File: src/rtl/rufu_pkg.sv
// Package for the rule engine fact update block.
// Holds sizes, mode codes and the item and result structs; no dependencies.
package rufu_pkg;

  localparam int NumFacts = 64;
  localparam int FactW    = 64;
  localparam int TokW     = 7;
  localparam int IdxW     = TokW - 1;

  localparam logic [FactW:0]   FactMaskW = ((FactW+1)'(1) << NumFacts) - (FactW+1)'(1);
  localparam logic [FactW-1:0] FactMask  = FactMaskW[FactW-1:0];

  typedef enum logic [1:0] {
    MODE_LOAD  = 2'd0,
    MODE_EXPR  = 2'd1,
    MODE_TOKEN = 2'd2,
    MODE_END   = 2'd3
  } mode_e;

  typedef struct packed {
    mode_e             mode;
    logic [FactW-1:0]  fact_value;
    logic [FactW-1:0]  present_mask;
    logic [FactW-1:0]  absent_mask;
    logic              last_expression;
    logic [TokW-1:0]   output_token;
  } item_t;

  typedef struct packed {
    logic [FactW-1:0]  fact_bits;
    logic              action_matched;
    logic              pass_changed;
  } result_t;

endpackage

File: src/rtl/rufu_match.sv
// Expression test: all present literals set, all absent literals clear, not empty.
// Depends on rufu_pkg.
module rufu_match import rufu_pkg::*; (
  input  logic [FactW-1:0] facts_i,
  input  logic [FactW-1:0] present_mask_i,
  input  logic [FactW-1:0] absent_mask_i,
  output logic             hit_o
);

  logic nonempty;
  logic present_ok;
  logic absent_ok;

  assign nonempty   = |(present_mask_i | absent_mask_i);
  assign present_ok = ~|(present_mask_i & ~facts_i);
  assign absent_ok  = ~|(absent_mask_i & facts_i);
  assign hit_o      = nonempty & present_ok & absent_ok;

endmodule

File: src/rtl/rufu_state.sv
// Fact set and rule flags; applies one registered item per cycle while step_i is high.
// Depends on rufu_pkg and rufu_match.
module rufu_state import rufu_pkg::*; (
  input  logic    clk_i,
  input  logic    rst_ni,
  input  logic    step_i,
  input  item_t   item_i,
  output result_t result_o
);

  logic [FactW-1:0] facts_q, facts_d;
  logic             acc_q, acc_d;
  logic             latch_q, latch_d;
  logic             fired_q, fired_d;
  logic             expr_hit;
  logic             hit;
  logic [IdxW-1:0]  idx;
  logic             idx_ok;
  logic [FactW-1:0] bit_sel;

  rufu_match u_match (
    .facts_i        (facts_q),
    .present_mask_i (item_i.present_mask),
    .absent_mask_i  (item_i.absent_mask),
    .hit_o          (expr_hit)
  );

  assign hit     = acc_q | expr_hit;
  assign idx     = item_i.output_token[TokW-1:1];
  assign idx_ok  = ({1'b0, idx} < (IdxW+1)'(NumFacts));
  assign bit_sel = FactW'(1) << idx;

  always_comb begin
    facts_d = facts_q;
    acc_d   = acc_q;
    latch_d = latch_q;
    fired_d = fired_q;
    if (step_i) begin
      unique case (item_i.mode)
        MODE_LOAD: begin
          facts_d = item_i.fact_value & FactMask;
        end
        MODE_EXPR: begin
          if (item_i.last_expression) begin
            latch_d = hit;
            fired_d = fired_q | hit;
            acc_d   = 1'b0;
          end else begin
            acc_d = hit;
          end
        end
        MODE_TOKEN: begin
          if (latch_q && idx_ok) begin
            if (item_i.output_token[0]) begin
              facts_d = facts_q | bit_sel;
            end else begin
              facts_d = facts_q & ~bit_sel;
            end
          end
        end
        MODE_END: begin
          fired_d = 1'b0;
        end
        default: begin
          facts_d = facts_q;
        end
      endcase
    end
  end

  // reported flag is the value before the end-of-pass clear
  always_comb begin
    result_o.fact_bits      = facts_d;
    result_o.action_matched = latch_d;
    result_o.pass_changed   = (item_i.mode == MODE_END) ? fired_q : fired_d;
  end

  always_ff @(posedge clk_i or negedge rst_ni) begin
    if (!rst_ni) begin
      facts_q <= '0;
      acc_q   <= 1'b0;
      latch_q <= 1'b0;
      fired_q <= 1'b0;
    end else begin
      facts_q <= facts_d;
      acc_q   <= acc_d;
      latch_q <= latch_d;
      fired_q <= fired_d;
    end
  end

endmodule

File: src/rtl/rule_engine_fact_update.sv
// Top level of the rule engine fact update block: input register, state, result register.
// Depends on rufu_pkg and rufu_state.
//
// Each beat is a load, one rule expression, one output token or an end of pass,
// and returns exactly one result beat with the fact set and flags after it.
// An accepted beat is registered, applied to the fact set when it leaves the input
// register, and its result registered in the result register; one beat per cycle
// is sustained while the output side is ready.
// Stalls on the output hold both stages; the input takes a beat whenever its
// register is empty or moving forward.
module rule_engine_fact_update import rufu_pkg::*; (
  input  logic             clk_i,
  input  logic             rst_ni,
  input  logic             in_valid_i,
  output logic             in_ready_o,
  input  logic [1:0]       mode_i,
  input  logic [FactW-1:0] fact_value_i,
  input  logic [FactW-1:0] present_mask_i,
  input  logic [FactW-1:0] absent_mask_i,
  input  logic             last_expression_i,
  input  logic [TokW-1:0]  output_token_i,
  output logic             out_valid_o,
  input  logic             out_ready_i,
  output logic [FactW-1:0] fact_bits_o,
  output logic             action_matched_o,
  output logic             pass_changed_o
);

  item_t   item_q;
  logic    item_vld_q;
  result_t res_q;
  logic    res_vld_q;
  result_t res_d;
  logic    out_adv;
  logic    in_fire;
  logic    step;

  assign out_adv    = !res_vld_q || out_ready_i;
  assign step       = item_vld_q && out_adv;
  assign in_ready_o = !item_vld_q || out_adv;
  assign in_fire    = in_valid_i && in_ready_o;

  rufu_state u_state (
    .clk_i    (clk_i),
    .rst_ni   (rst_ni),
    .step_i   (step),
    .item_i   (item_q),
    .result_o (res_d)
  );

  always_ff @(posedge clk_i or negedge rst_ni) begin
    if (!rst_ni) begin
      item_vld_q <= 1'b0;
      res_vld_q  <= 1'b0;
    end else begin
      if (in_ready_o) begin
        item_vld_q <= in_valid_i;
      end
      if (out_adv) begin
        res_vld_q <= item_vld_q;
      end
    end
  end

  always_ff @(posedge clk_i) begin
    if (in_fire) begin
      item_q.mode            <= mode_e'(mode_i);
      item_q.fact_value      <= fact_value_i;
      item_q.present_mask    <= present_mask_i;
      item_q.absent_mask     <= absent_mask_i;
      item_q.last_expression <= last_expression_i;
      item_q.output_token    <= output_token_i;
    end
    if (step) begin
      res_q <= res_d;
    end
  end

  assign out_valid_o      = res_vld_q;
  assign fact_bits_o      = res_q.fact_bits;
  assign action_matched_o = res_q.action_matched;
  assign pass_changed_o   = res_q.pass_changed;

endmodule
File: config.mk
export PLATFORM = sky130hd
export DESIGN_NAME = rule_engine_fact_update
export DESIGN_NICKNAME = d
export VERILOG_FILES = /design/src/rtl/rufu_pkg.sv /design/src/rtl/rufu_match.sv /design/src/rtl/rufu_state.sv /design/src/rtl/rule_engine_fact_update.sv
export SDC_FILE = /design/constraint.sdc
export NUM_CORES = 1
export LEC_CHECK = 0
export BUFFER_PORTS_ARGS = -buffer_cell sky130_fd_sc_hd__buf_4
export CORE_MARGIN = 2
export CORE_UTILIZATION = 26
export DETAILED_ROUTE_END_ITERATION = 8
export GPL_ROUTABILITY_DRIVEN = 0
export PLACE_DENSITY = 0.46
export SYNTH_ARGS = -nofsm -noshare
export SYNTH_HDL_FRONTEND = slang
export SYNTH_SLANG_ARGS = --single-unit
File: constraint.sdc
create_clock -name clk_i -period 6.75 [get_ports clk_i]
set_clock_uncertainty 0.1 [all_clocks]
set_input_delay 1.0125 -clock clk_i [delete_from_list [all_inputs] [get_ports clk_i]]
set_output_delay 1.0125 -clock clk_i [all_outputs]
set_load 0.01 [all_outputs]
; After elaboration in Yosys (flattened, before gate mapping)
; Index checks and enable logic that the tools add are counted.
[classes]
eq_ne = 3
shifts = 1
n_mux = 12
n_bitwise = 11
n_reduce_logical = 13
[op_table]
columns = operator, n
row1 = $and 64x64->64, 3
row2 = $mux 64, 3
row3 = $reduce_or 64->1, 3
row4 = $not 64->64, 2
row5 = $or 64x64->64, 2
row6 = $pmux 64 s2, 1
row7 = $shl 1x6->64 const A, 1
row8 = $mux 1, 7
row9 = $eq 2x2->1 const B, 2
row10 = $logic_not 1->1, 4
row11 = $and 1x1->1, 2
row12 = $eq 2x1->1 const B, 1
row13 = $logic_and 1x1->1, 2
row14 = $logic_not 2->1, 1
row15 = $logic_or 1x1->1, 2
row16 = $or 1x1->1, 2
row17 = $pmux 1 s2, 1
row18 = $reduce_and 2->1, 1
[totals]
register_bits = 337
inputBits = 206
output_inout_bits = 68
word_cells = 55

; Depth between registers and ports, before layout
[logic_depth]
ltp_word = 12
mapped_depth = 8
ltp_nobuf = 6

; Modules after synthesis
; From an unflattened synthesis, not the netlist that was laid out.
[hier_totals]
cells_unflattened = 938
hier_area_um2 = 13834.5
[modules_own_cells]
columns = mod, instances, cells_per_inst, area_per_inst_um2, seq_area_each_um2
row1 = rule_engine_fact_update, 1, 276, 8151.6, 8097.8
row2 = rufu_state, 1, 504, 4578.1, 1676.6
row3 = rufu_match, 1, 158, 1104.8, 0.0

; Least setup slack after synthesis
; Ideal clock, no wire load.
[synth_path]
kind = in2reg
from = input port out_ready_i
to = register item_q[0] (netlist bit) (enable)
setup_ns = 0.588
t_arrival_ns = 5.838
t_required_ns = 6.062
path_slack_ns = 0.224
stages = 2
n_path_buf = 0
cell_sequence = nand3b_1 > and2_1
[synth_via]
elab_chain_len = 3
[synth_lines]
columns = item, line
row1 = start: declaration, rule_engine_fact_update.sv:23  ; input logic out_ready_i,
row2 = $logic_or 1x1->1, rule_engine_fact_update.sv:38  ; assign out_adv = !res_vld_q || out_ready_i;
row3 = $logic_or 1x1->1, rule_engine_fact_update.sv:40  ; assign in_ready_o = !item_vld_q || out_adv;
row4 = $logic_and 1x1->1, rule_engine_fact_update.sv:41  ; assign in_fire = in_valid_i && in_ready_o;
row5 = net in_fire, rule_engine_fact_update.sv:35  ; logic in_fire;
row6 = end: declaration, rule_engine_fact_update.sv:29  ; item_t item_q;
; The timed path passes the listed nets, and every way through them passes these cells.
; A chain may end at the register's enable or synchronous reset.

==> metrics.csv <==
metric,value,unit
TritonCTS clock tree,yes,
post-synth top area cell,edfxtp_1,
die width,233,um
total CTS buffers,40,
sequential area share after synthesis,71.7,%
layout cells sized above 1,32.0,%
Root Buffer,clkbuf_16,
Post-CTS Resized,0,
fin crit share,45.7,%
post-route insts no fill,1979,
Critical Path Source,out_ready_i,
io pins,274,
most frequent cells in the layout,"284 x buf_4, 268 x edfxtp_1, 129 x a21oi_1, 93 x nor2_1, 80 x nor2b_1",
Fmax,324,MHz
# placed instances,1906,
CTS Buffer Depth,3,
first-pass GRT wire length,69300,um
die height,233,um
status,completed,
Initial Util,26.4,%
clock-pin transition on the worst setup and hold timing paths,0.06,ns
Slew HR,25.8,%
vias per cell,4.72,
Post-synth EDFFs,268,
clock tree sinks,337,
Worst Hold Class,flip-flop to flip-flop,
H-tree Lvls,2,
Tightest Pin Transition,1.11,ns
drt wl/cell,25.6,um
Synth Register Bits,337,
cell row count,83,
Final Max Tran Viols,0,
routed via count,9347,
worst-path fanout max,78,
Setup TNS,0,ns
total gr overflow,0,
leading post-synthesis cells by cell area,"edfxtp_1 59%, dfrtp_1 13%, a21oi_1 4.7%",
final hold viol count,0,
Worst R2R Start,out_valid_o$_DFFE_PN0P_,
post-synth cell types,46,
R2R cell count,6,
Pwr Density,318,nW/um2
"most common cell after layout, fill and taps aside",buf_4,
Post-Route WL,50600,um
register area,9770,um2
Initial DRC Count,838,
max cap viols,0,
post-DP HPWL,37200,um
area of the multi-input gates,3650,um2
Ys Warns,0,
GRT Total Usage,18.4,%
worst reg2reg setup slack,3.84,ns
Area Growth Syn to Fin,30.9,%
endpoints failing setup,0,
die area,54300,um2
I/O Buffers,273,
Worst EP arrival,3.23,ns
setup bufs post-CTS,0,
Synth top area share,59.1,%
post-layout minimum cycle time,3.08,ns
post-route ant nets,0,
Core Box Area,51600,um2
vias in the first global route,9564,
Peak VDD IR,0.000176,V
end point of the critical path,fact_bits_o[58]$_DFFE_PP_,
Synth Flop Type,edfxtp_1,
nets@finish,1474,
Worst Setup Path Type,primary input to flip-flop,
drt first pass iters,6,
"Cell Area, Synth",13600,um2
post-synthesis cell count,982,
fill cell count,5069,
Syn Area/Cell,13.9,um2
reg2reg end,fact_bits_o[58]$_DFFE_PP_,
worst skew pair latency,0.56,ns
syn nets,1188,
Startpoint Class,primary input,
number of diodes,0,
unrepaired setup endpoints after global routing,no,
residual DRC count,0,
CP endpoint kind,flip-flop,
largest net degree at the start of global routing,153,
Critical Path RT,6.90,ns
Static Leak,6.61,nW
# hold bufs at CTS,0,
Post-synth ARST share,20.5,%
initial antenna violation count,0,
-- synth_stat cells (2+ instances only) --
cell type and count:
nor2_1 93, nand4_1 16, nor2b_1 82, clkbuf_1 34, a21oi_1 129, buf_2 6
a22o_1 5, nand2b_1 13, a22oi_1 6, inv_1 20, mux2_1 13, and4_1 2
a221oi_1 5, nand3b_1 2, nor4_1 36, o2111ai_1 3, and2_1 4, dfrtp_1 69
nand3_1 4, nand2_1 58, mux2i_1 21, a2111oi_0 6, o221ai_1 3, nor3_1 7
or2_1 4, mux2_2 51, o21ai_1 2, edfxtp_1 268, or2_2 3
-- final cells by class --
type / instances / share of cell area, %
flip-flops and latches: 337 / 54.8
multi-input cells: 584 / 20.4
repair buffers: 285 / 12.1
clock buffers: 50 / 6.17
well taps: 680 / 4.77
clock inverters: 23 / 1.32
inverters: 20 / 0.421
-- critical path: stages --
cell and delay [ns]:
buf_4 0.08, nand2b_1 0.11, and2_4 0.35, nor2b_4 0.20, buf_4 0.47, buf_4 0.77
a21oi_1 0.20
-- kinds of logic after synthesis --
group                  share of synthesized area (%)
buffers and inverters                           1.74
AO/OA/AOI/OAI                                   7.12
AND/OR/NAND/NOR                                 12.6
multiplexers                                    6.83
flip-flops                                      71.7
-- flip-flops by register name, summed over array words and instances (netlist names) --
signal / cells
item_q: 202
fact_bits_o: 64
u_state.facts_q: 64
action_matched_o: 1
item_vld_q: 1
out_valid_o: 1
pass_changed_o: 1
u_state.acc_q: 1
u_state.fired_q: 1
u_state.latch_q: 1
-- stage by stage --
step | area (um2) | setup WS, ns | power [mW] | hold slack (ns) | util [%]
finish | 17800 | 3.67 | 5.67 | 0.402 | 34.6
global route | 17800 | 3.45 | 5.89 | 0.428 | 34.6
CTS | 17800 | 3.68 | 5.73 | 0.412 | 34.6
detailed placement | 16500 | 3.10 | 3.52 | 0.398 | 32.0
global placement | 16500 | 3.15 | 3.51 | 0.383 | 32.0
floorplan | 13600 | 0.224 | 3.07 | 0.349 | -
-- worst min path at each step --
stage / start / endpoint / cells after the start
after floorplan: item_vld_q$_DFFE_PN0N_ / out_valid_o$_DFFE_PN0P_ / 1
after global placement: item_vld_q$_DFFE_PN0N_ / out_valid_o$_DFFE_PN0P_ / 1
after detailed placement: item_vld_q$_DFFE_PN0N_ / out_valid_o$_DFFE_PN0P_ / 1
after global routing: item_vld_q$_DFFE_PN0N_ / out_valid_o$_DFFE_PN0P_ / 1
final: item_vld_q$_DFFE_PN0N_ / out_valid_o$_DFFE_PN0P_ / 1
after CTS: item_vld_q$_DFFE_PN0N_ / out_valid_o$_DFFE_PN0P_ / 1
-- routing by layer --
metal  vias to the layer above  wire length, um  global-route usage [%]
li1                       4223                -                       -
met3                        67             3490                    3.16
met2                       415            23600                    29.2
met1                      4642            22200                    25.7
met4                         0             1280                    5.61
met5                         -                0                       0
-- where the power goes --
group,internal [mW],total [mW],switching (mW)
sequential,2.53,2.76,0.231
clock,1.32,2.20,0.883
combinational,0.333,0.715,0.382
total,4.18,5.67,1.50
Note: power is estimated with default switching activity, not from simulation.
